==> src/design/tile_text_layer_pixel_assert.svh <==
// ----------------------------------------------------------------------------
// Assertion macros for the tile/text pixel compositor
// Shared concurrent-assertion wrappers, clocked and disabled by reset.
// ----------------------------------------------------------------------------
`ifndef TILE_TEXT_LAYER_PIXEL_ASSERT_SVH
`define TILE_TEXT_LAYER_PIXEL_ASSERT_SVH

// same-cycle implication
`define TTL_ASSERT_IMP(label, clk, rst, ante, cons, msg) \
   label: assert property (@(posedge clk) disable iff (rst) (ante) |-> (cons)) \
      else $error(msg);

// next-cycle implication
`define TTL_ASSERT_NXT(label, clk, rst, ante, cons, msg) \
   label: assert property (@(posedge clk) disable iff (rst) (ante) |=> (cons)) \
      else $error(msg);

`endif

==> src/design/ttl_pkg.sv <==
// ----------------------------------------------------------------------------
// ttl_pkg
// Types, codes and decode functions of the tile/text pixel compositor.
// ----------------------------------------------------------------------------
package ttl_pkg;

   // memory geometry
   localparam int MAP_DEPTH  = 4096;
   localparam int TILE_DEPTH = 4096;
   localparam int CHAR_DEPTH = 1024;
   localparam int LUT_DEPTH  = 256;
   localparam int TEXT_DEPTH = 1024;
   localparam int MAP_AW     = $clog2(MAP_DEPTH);
   localparam int TILE_AW    = $clog2(TILE_DEPTH);
   localparam int CHAR_AW    = $clog2(CHAR_DEPTH);
   localparam int LUT_AW     = $clog2(LUT_DEPTH);
   localparam int TEXT_AW    = $clog2(TEXT_DEPTH);
   localparam int BYTE_W     = 8;
   localparam int COLOR_W    = 4;

   // port widths
   localparam int REQ_TDATA_W = 40;
   localparam int REQ_TUSER_W = 4;
   localparam int RSP_TDATA_W = 8;
   localparam int CSR_INDEX_W = 3;
   localparam int CSR_DATA_W  = 2;

   // function codes
   localparam logic FUNC_WRITE = 1'b0;
   localparam logic FUNC_PIXEL = 1'b1;

   // memory select codes
   localparam logic [2:0] MEM_MAP  = 3'd0;
   localparam logic [2:0] MEM_TILE = 3'd1;
   localparam logic [2:0] MEM_CHAR = 3'd2;
   localparam logic [2:0] MEM_LUT  = 3'd3;
   localparam logic [2:0] MEM_TEXT = 3'd4;

   // register indexes
   localparam logic [CSR_INDEX_W-1:0] REG_MAP_SCREEN  = 3'd0;
   localparam logic [CSR_INDEX_W-1:0] REG_GROUND_BANK = 3'd1;
   localparam logic [CSR_INDEX_W-1:0] REG_TEXT_DIRECT = 3'd2;
   localparam logic [CSR_INDEX_W-1:0] REG_GROUND_OFF  = 3'd3;

   typedef enum logic [1:0] {
      ST_IDLE,
      ST_CODE,
      ST_BITS,
      ST_LOOK
   } ttl_state_type;

   typedef struct packed {
      logic [1:0] map_screen;
      logic [1:0] ground_bank;
      logic       text_direct;
      logic       ground_disable;
   } ttl_cfg_type;

   // read and write requests toward the five memories
   typedef struct packed {
      logic                map_re;
      logic [MAP_AW-1:0]   map_raddr;
      logic                text_re;
      logic [TEXT_AW-1:0]  text_raddr;
      logic                tile_re;
      logic [TILE_AW-1:0]  tile_raddr;
      logic                char_re;
      logic [CHAR_AW-1:0]  char_raddr;
      logic                lut_re;
      logic [LUT_AW-1:0]   lut_raddr;
      logic                map_we;
      logic                tile_we;
      logic                char_we;
      logic                lut_we;
      logic                text_we;
      logic [MAP_AW-1:0]   waddr;
      logic [BYTE_W-1:0]   wdata;
   } ttl_mem_req_type;

   typedef struct packed {
      logic [BYTE_W-1:0]  map_rdata;
      logic [BYTE_W-1:0]  text_rdata;
      logic [BYTE_W-1:0]  tile_rdata;
      logic [BYTE_W-1:0]  char_rdata;
      logic [COLOR_W-1:0] lut_rdata;
   } ttl_mem_rsp_type;

   // visible cell to 32x32 store address, screen columns run rotated
   function automatic logic [TEXT_AW-1:0] cell_address(input logic [5:0] column,
                                                       input logic [4:0] row);
      logic [5:0]  c;
      logic [5:0]  r;
      logic [10:0] sum;
      c = column - 6'd2;
      r = {1'b0, row} + 6'd2;
      if (c[5]) begin
         sum = {5'd0, r} + {1'b0, c[4:0], 5'd0};
      end else begin
         sum = {5'd0, c} + {r, 5'd0};
      end
      return sum[TEXT_AW-1:0];
   endfunction

   // text colour from the text code
   function automatic logic [COLOR_W-1:0] text_color(input logic [BYTE_W-1:0] code,
                                                     input logic direct);
      logic [COLOR_W-1:0] remap;
      remap = {code[7], code[6], code[5] | code[4], 1'b0};
      return direct ? code[3:0] : remap;
   endfunction

   // 2-bit background pixel from one tile byte; both halves share the nibble split
   function automatic logic [1:0] ground_pixel(input logic [BYTE_W-1:0] tile_byte,
                                               input logic [1:0] x_low);
      logic [2:0] hi_sel;
      logic [2:0] lo_sel;
      hi_sel = {1'b1, ~x_low};
      lo_sel = {1'b0, ~x_low};
      return {tile_byte[hi_sel], tile_byte[lo_sel]};
   endfunction

endpackage

==> src/design/ttl_render.sv <==
// ----------------------------------------------------------------------------
// ttl_render
// Sequencer of the compositor: memory writes, the three dependent read
// steps of a pixel, compositing and the result register.
// ----------------------------------------------------------------------------
`include "tile_text_layer_pixel_assert.svh"

module ttl_render (
   input  logic                      clock,
   input  logic                      reset,
   input  logic                      req_tvalid,
   output logic                      req_tready,
   input  logic                      req_func,
   input  logic [2:0]                req_mem_select,
   input  logic [11:0]               req_mem_address,
   input  logic [7:0]                req_mem_data,
   input  logic [5:0]                req_cell_column,
   input  logic [4:0]                req_cell_row,
   input  logic [2:0]                req_pixel_x,
   input  logic [2:0]                req_pixel_y,
   input  ttl_pkg::ttl_cfg_type      cfg,
   output ttl_pkg::ttl_mem_req_type  mem_req,
   input  ttl_pkg::ttl_mem_rsp_type  mem_rsp,
   output logic                      rsp_tvalid,
   input  logic                      rsp_tready,
   output logic [3:0]                rsp_color_index
);

   ttl_pkg::ttl_state_type state_ff, state_in;

   logic [2:0] px_ff, px_in;
   logic [2:0] py_ff, py_in;
   logic [3:0] mnib_ff, mnib_in;
   logic [3:0] tcolor_ff, tcolor_in;
   logic       tset_ff, tset_in;
   logic       rsp_valid_ff, rsp_valid_in;
   logic [3:0] rsp_data_ff, rsp_data_in;

   logic                          req_fire;
   logic                          rsp_load;
   logic [ttl_pkg::TEXT_AW-1:0]   cell_addr;
   logic [3:0]                    ground_nib;
   logic [1:0]                    gpix;

   assign req_fire  = req_tvalid && req_tready;
   assign cell_addr = ttl_pkg::cell_address(req_cell_column, req_cell_row);
   assign ground_nib = cfg.ground_disable ? 4'hF : mnib_ff;
   assign gpix      = ttl_pkg::ground_pixel(mem_rsp.tile_rdata, px_ff[1:0]);

   // next state
   always_comb begin
      state_in = state_ff;
      unique case (state_ff)
         ttl_pkg::ST_IDLE: begin
            if (req_fire && (req_func == ttl_pkg::FUNC_PIXEL)) begin
               state_in = ttl_pkg::ST_CODE;
            end
         end
         ttl_pkg::ST_CODE: begin
            state_in = ttl_pkg::ST_BITS;
         end
         ttl_pkg::ST_BITS: begin
            state_in = ttl_pkg::ST_LOOK;
         end
         ttl_pkg::ST_LOOK: begin
            if (rsp_load) begin
               state_in = ttl_pkg::ST_IDLE;
            end
         end
         default: begin
            state_in = ttl_pkg::ST_IDLE;
         end
      endcase
   end

   // outputs of the state machine: handshake and memory requests
   always_comb begin
      req_tready         = 1'b0;
      rsp_load           = 1'b0;
      mem_req            = '0;
      mem_req.map_raddr  = {cfg.map_screen, cell_addr};
      mem_req.text_raddr = cell_addr;
      mem_req.tile_raddr = {mem_rsp.map_rdata, ~px_ff[2], py_ff};
      mem_req.char_raddr = {mem_rsp.text_rdata[6:0], py_ff};
      mem_req.lut_raddr  = {cfg.ground_bank, ground_nib, gpix};
      mem_req.waddr      = req_mem_address;
      mem_req.wdata      = req_mem_data;
      unique case (state_ff)
         ttl_pkg::ST_IDLE: begin
            req_tready = 1'b1;
            if (req_tvalid) begin
               if (req_func == ttl_pkg::FUNC_PIXEL) begin
                  mem_req.map_re  = 1'b1;
                  mem_req.text_re = 1'b1;
               end else begin
                  case (req_mem_select)
                     ttl_pkg::MEM_MAP:  mem_req.map_we  = 1'b1;
                     ttl_pkg::MEM_TILE: mem_req.tile_we = 1'b1;
                     ttl_pkg::MEM_CHAR: mem_req.char_we = 1'b1;
                     ttl_pkg::MEM_LUT:  mem_req.lut_we  = 1'b1;
                     ttl_pkg::MEM_TEXT: mem_req.text_we = 1'b1;
                     default:           mem_req.map_we  = 1'b0;
                  endcase
               end
            end
         end
         ttl_pkg::ST_CODE: begin
            mem_req.tile_re = 1'b1;
            mem_req.char_re = 1'b1;
         end
         ttl_pkg::ST_BITS: begin
            mem_req.lut_re = 1'b1;
         end
         ttl_pkg::ST_LOOK: begin
            rsp_load = !rsp_valid_ff || rsp_tready;
         end
         default: begin
            req_tready = 1'b0;
         end
      endcase
   end

   // datapath registers
   always_comb begin
      px_in        = px_ff;
      py_in        = py_ff;
      mnib_in      = mnib_ff;
      tcolor_in    = tcolor_ff;
      tset_in      = tset_ff;
      rsp_data_in  = rsp_data_ff;
      rsp_valid_in = rsp_valid_ff && !rsp_tready;
      if (req_fire) begin
         px_in = req_pixel_x;
         py_in = req_pixel_y;
      end
      if (state_ff == ttl_pkg::ST_CODE) begin
         mnib_in   = mem_rsp.map_rdata[7:4];
         tcolor_in = ttl_pkg::text_color(mem_rsp.text_rdata, cfg.text_direct);
      end
      if (state_ff == ttl_pkg::ST_BITS) begin
         tset_in = mem_rsp.char_rdata[px_ff];
      end
      if (rsp_load) begin
         rsp_valid_in = 1'b1;
         rsp_data_in  = tset_ff ? tcolor_ff : mem_rsp.lut_rdata;
      end
   end

   always_ff @(posedge clock) begin
      if (reset) begin
         state_ff     <= ttl_pkg::ST_IDLE;
         rsp_valid_ff <= 1'b0;
      end else begin
         state_ff     <= state_in;
         rsp_valid_ff <= rsp_valid_in;
      end
   end

   always_ff @(posedge clock) begin
      px_ff       <= px_in;
      py_ff       <= py_in;
      mnib_ff     <= mnib_in;
      tcolor_ff   <= tcolor_in;
      tset_ff     <= tset_in;
      rsp_data_ff <= rsp_data_in;
   end

   assign rsp_tvalid      = rsp_valid_ff;
   assign rsp_color_index = rsp_data_ff;

   // checks
   `TTL_ASSERT_NXT(a_pixel_starts, clock, reset,
      req_fire && (req_func == ttl_pkg::FUNC_PIXEL), state_ff == ttl_pkg::ST_CODE,
      "pixel transaction did not start the read sequence")
   `TTL_ASSERT_IMP(a_write_when_idle, clock, reset,
      mem_req.map_we || mem_req.tile_we || mem_req.char_we || mem_req.lut_we || mem_req.text_we,
      state_ff == ttl_pkg::ST_IDLE,
      "memory write issued while a pixel is in flight")
   `TTL_ASSERT_IMP(a_result_source, clock, reset,
      $rose(rsp_valid_ff), $past(state_ff) == ttl_pkg::ST_LOOK,
      "result appeared outside the lookup step")
   `TTL_ASSERT_NXT(a_look_holds, clock, reset,
      (state_ff == ttl_pkg::ST_LOOK) && rsp_valid_ff && !rsp_tready,
      state_ff == ttl_pkg::ST_LOOK,
      "lookup step left while the result register was full")

endmodule

==> config.mk <==
export PLATFORM = sky130hd
export DESIGN_NAME = ttl_render
export DESIGN_NICKNAME = d
export VERILOG_FILES = /design/src/design/ttl_pkg.sv /design/src/design/ttl_render.sv
export VERILOG_INCLUDE_DIRS = /design/src /design/src/design
export SDC_FILE = /design/constraint.sdc
export NUM_CORES = 1
export LEC_CHECK = 0
export ABC_AREA = 0
export BUFFER_PORTS_ARGS = -buffer_cell sky130_fd_sc_hd__buf_2
export CAP_MARGIN = 25
export CORE_MARGIN = 3
export CORE_UTILIZATION = 25
export CTS_BUF_LIST = sky130_fd_sc_hd__clkbuf_16
export CTS_CLUSTER_SIZE = 24
export DETAILED_ROUTE_END_ITERATION = 8
export PLACE_DENSITY = 0.59
export SLEW_MARGIN = 10
export SYNTH_ARGS = -nofsm -noshare
export SYNTH_HDL_FRONTEND = slang
export SYNTH_SLANG_ARGS = --single-unit
==> constraint.sdc <==
create_clock -name clock -period 3.61 [get_ports clock]
set_clock_uncertainty 0.1 [all_clocks]
set_input_delay 0.722 -clock clock [delete_from_list [all_inputs] [get_ports clock]]
set_output_delay 0.722 -clock clock [all_outputs]
set_load 0.02 [all_outputs]
## Word-level counts from Yosys, hierarchy flattened

Index checks and enable logic that the tools add are counted.

| storage, ports and cells | value |
|---|---|
| register bits after elaboration | 22 |
| bits of input ports | 87 |
| output and inout port bits | 88 |
| logic and storage cells | 66 |

| operators by class | value |
|---|---|
| add/sub/neg operators | 4 |
| $lt $le $gt $ge | 3 |
| equality and inequality tests | 9 |
| mux-type cells | 29 |
| bitwise logic cells | 3 |
| reduce and logical (&&, ||, !) cells | 9 |

Operator list:

| cell | count |
|---|---|
| 6-bit by 10-bit adder with 10-bit output | 2 |
| 1-bit two-way mux | 16 |
| 5-bit two-way mux | 3 |
| 4-bit two-way mux | 3 |
| 10-bit two-way mux | 1 |
| 3-bit by 4-bit < comparator with 1-bit output, second input constant | 2 |
| 2-bit case mux with 4 select lines | 1 |
| 5-bit by 2-bit adder with 6-bit output, second input constant | 1 |
| 3-bit by 2-bit equality test with 1-bit output, second input constant | 2 |
| 6-bit by 2-bit subtractor with 6-bit output, second input constant | 1 |
| 1-bit binary-select mux with 2-bit select | 2 |
| 2-bit equality test, second input constant | 2 |
| 2-bit by 4-bit < comparator with 1-bit output, second input constant | 1 |
| 2-bit two-way mux | 2 |
| 2-bit != test, second input constant | 2 |
| 1-bit binary-select mux with 3-bit select | 1 |
| 3-bit by 1-bit equality test with 1-bit output, second input constant | 1 |
| 3-bit equality test, second input constant | 1 |
| 1-bit logical AND | 3 |
| 3-bit logical NOT | 1 |
| 2-bit by 1-bit equality test with 1-bit output, second input constant | 1 |
| 1-bit logical NOT | 2 |
| 2-bit logical NOT | 1 |
| 2-bit inverter | 1 |
| other kinds (4) | 4 |

## Depth between registers and ports, before layout

| depth | value |
|---|---|
| depth after elaboration | 6 |
| depth in mapped cells | 10 |
| depth with buffers taken out | 9 |

## Least setup slack after synthesis

OpenSTA, ideal clock, no wires.

| timing | value |
|---|---|
| path type | input-to-output |
| start point | input req_cell_column[1] |
| end point | output mem_req[78] (netlist bit) |
| arrival time | 2.552 ns |
| required time | 2.788 ns |
| setup slack | 0.236 ns |
| stages | 10 |
| buffers on the path | 1 |
| path through | inv_1 > ha_1 > nor3b_4 > xnor2_2 > nor2b_1 > ha_1 > nand3b_1 > xnor2_1 > mux2i_1 > buf_4 |

RTL lines:

| item | line | source |
|---|---|---|
| start: declaration | ttl_render.sv:17 | `input logic [5:0] req_cell_column,` |
| end: declaration | ttl_render.sv:22 | `output ttl_pkg::ttl_mem_req_type mem_req,` |

==> results.md <==
- Post-CTS setup buffer count: 0
- Reg2Reg Launch Point: state_ff[0]
- Largest net degree at the start of global routing: 14
- Hold Crit Depth: 1
- Element type at the critical path end: output pin
- Top Layer Used: met4
- Core area: 6940 µm²
- TNS Setup: 0 ns
- Number of global-route vias before repair: 1311
- Worst path slowest cell: nor3b_4
- Detailed placement HPWL: 3.38 mm
- # setup viols final: 0
- Most used DFF post-synth: edfxtp_1
- Tcrit/Tclk final: 0.914
- Most common cell after layout, fill and taps aside: buf_2
- Delay-heaviest family, CP: simple AND/OR/NAND/NOR gates
- Number of port buffers: 118
- Total GRT Usage: 0.0829
- Starting Density: 0.263
- Post-Syn Nets: 273
- Worst vdd rail ir drop: 0.183 mV
- Hold path start: tcolor_ff[1]
- Metal-1 WL: 1.37 mm
- Slew Limit Fails: 0
- CTS max path bufs: 2
- P_leak: 0.00109 µW
- Synthesized area per cell: 10.4 µm²
- Drt total wl: 3.84 mm
- Share of cells above drive strength 1: 0.583
- Antenna violations before repair: 0
- Worst-path cell chain: buf_2 -> inv_1 -> ha_1 -> nor3b_4 -> xnor2_2 -> nor2b_1 -> ha_1 -> nand3b_1 -> xnor2_1 -> mux2i_1 -> buf_2
- H-tree Lvls: 1
- CP Data Arrival Time: 2.48 ns
- Via count: 1373
- EDFF count, synth: 19
- CTS Sinks: 22
- First-pass GRT wire length: 5.81 mm
- Fin util: 0.320
- DR WL met3: 388 µm
- Rows: 30
- Clk slew on worst S/H paths: 0.05 ns
- WL per Instance: 11.4 µm
- Die area: 8370 µm²
- Hold WS: 0.453 ns
- R2R depth: 5
- Ant diodes: 0
- Syn Inst Count: 175
- Area grow syn2layout: 21.6%
- Netlist cell types: 31
- Metal2 WL: 2.02 mm
- Commonest non-fill, non-tap cells in the layout: 118 x buf_2, 19 x edfxtp_1, 11 x nor2_1, 11 x ha_1, 10 x nand2_1
- Final Hold Viols: 0
- Synth Cell Area: 1830 µm²
- Actual slew at the worst max-slew pin: 0.459 ns
- Total gr overflow: 0
- #FFs+latches synth: 22
- Cts repair resizes: 0
- Post-synthesis sequential area ratio: 0.345
- Number of max-cap violations: 0
- Worst-path maximum fanout: 5
- CTS tree: built
- Post-route minimum period: 3.30 ns
- # IOs: 175
- Ys async rst share: 0
- Worst Path Buf+Inv: 3
- Vias per std cell: 4.06
- Reg2reg end: state_ff[0]
- CTS buffer count: 3
- Status: finished, final reports clean
- Hold Path Class: register to register
- PwrDens: 539 nW/µm²
- Critical path class: input port to output pin
- Number of DRC markers in iteration 0: 15
- Worst relative slew slack: 0.694
- Crit path required time: 2.79 ns
- Die Width: 91.5 µm
- Initial DRT Pass Iterations: 4
- Cts-stage hold buffer count: 0
- Routability Congestion: 0.748
- Fin nets: 341
- Die Ht: 91.5 µm
- R2R setup slack: 2.11 ns
- Max Clock Freq: 303 MHz
- Crit-path max cell delay: 0.26 ns
- Worst hold endpoint: rsp_color_index[1]
- Root Driver: clkbuf_16
- Detail Route Antenna Nets: 0
- Drt drc: 0
- Yosys Warn Count: 0
- Startpoint types: input port
- RSZ-0062 raised after global routing: false
- Clk_lat worst skew: 0.25 ns
power by group:
| part | total (µW) | internal, µW | switching (µW) | leakage [µW] |
|---|---|---|---|---|
| Combinational | 501 | 195 | 307 | 0.000837 |
| Clock | 300 | 220 | 79.8 | 0.0000511 |
| Sequential | 397 | 363 | 33.9 | 0.000202 |
flip-flops by register name, indices dropped and copies added (netlist names):
| signal | count |
|---|---|
| px_ff | 3 |
| tcolor_ff | 4 |
| mnib_ff | 4 |
| py_ff | 3 |
| tset_ff | 1 |
| state_ff | 2 |
| rsp_tvalid | 1 |
| rsp_color_index | 4 |
area by class of cell:
cell class,count,area [µm²]
fillers,733,4720
multi-input cells,90,742
flip-flops and latches,22,631
repair buffers,119,598
well taps,96,120
clock buffers,3,75.1
clock inverters,1,30.0
inverters,7,26.3
layer usage:
layer | vias to the layer above | track usage
met5 | - | 0
met4 | 0 | 0.0314
met3 | 8 | 0.0215
met2 | 84 | 0.162
met1 | 609 | 0.0819
li1 | 672 | -
kinds of logic after synthesis:
logic type               Yosys count  synth area share
flip-flops                        22             0.345
AO/OA/AOI/OAI                     10            0.0329
XOR/XNOR                          10            0.0521
adder cells (fa/ha/maj)           11            0.0753
multiplexers                      16             0.121
AND/OR/NAND/NOR                   43             0.125
buffers and inverters             63             0.249
per-stage QoR:
stage	cell area [µm²]	std cells	total power, µW	setup slack, ns
3_5_place_dp	2120	334	915	0.312
2_1_floorplan	1830	175	831	0.236
4_1_cts	2220	338	1220	0.298
6_report	2220	338	1200	0.311
3_3_place_gp	2120	334	904	0.376
5_1_grt	2220	338	1270	0.130
worst max-delay path by stage:
| stage | depth (start not counted) | endpoint | slack [ns] | from |
|---|---|---|---|---|
| after detailed placement | 11 | mem_req[78] | 0.31 | req_cell_column[1] |
| final | 11 | mem_req[78] | 0.31 | req_cell_column[1] |
| after CTS | 11 | mem_req[78] | 0.30 | req_cell_column[1] |
| after floorplan | 10 | mem_req[78] | 0.24 | req_cell_column[1] |
| after global routing | 11 | mem_req[78] | 0.13 | req_cell_column[1] |
| after global placement | 11 | mem_req[67] | 0.38 | req_cell_column[1] |
synthesized netlist by cell type (2+ instances only):
master    count  area share
o21ai_0       4       0.011
mux2_2        8       0.049
and3_1        3       0.010
xor2_1        4       0.019
buf_4        54        0.22
dfxtp_1       3       0.033
a21oi_1       2      0.0055
xnor2_1       5       0.024
ha_1         11       0.075
nor3_1        2      0.0055
inv_1         7       0.014
nand3b_1      2      0.0082
or2_2         4       0.014
buf_6         2       0.012
edfxtp_1     19        0.31
nor2b_1       5       0.017
nand2_1      10       0.021
nor2_1       11       0.023
mux2i_1       4       0.022
mux4_2        4       0.049
Power figures use the tool's default switching activity.
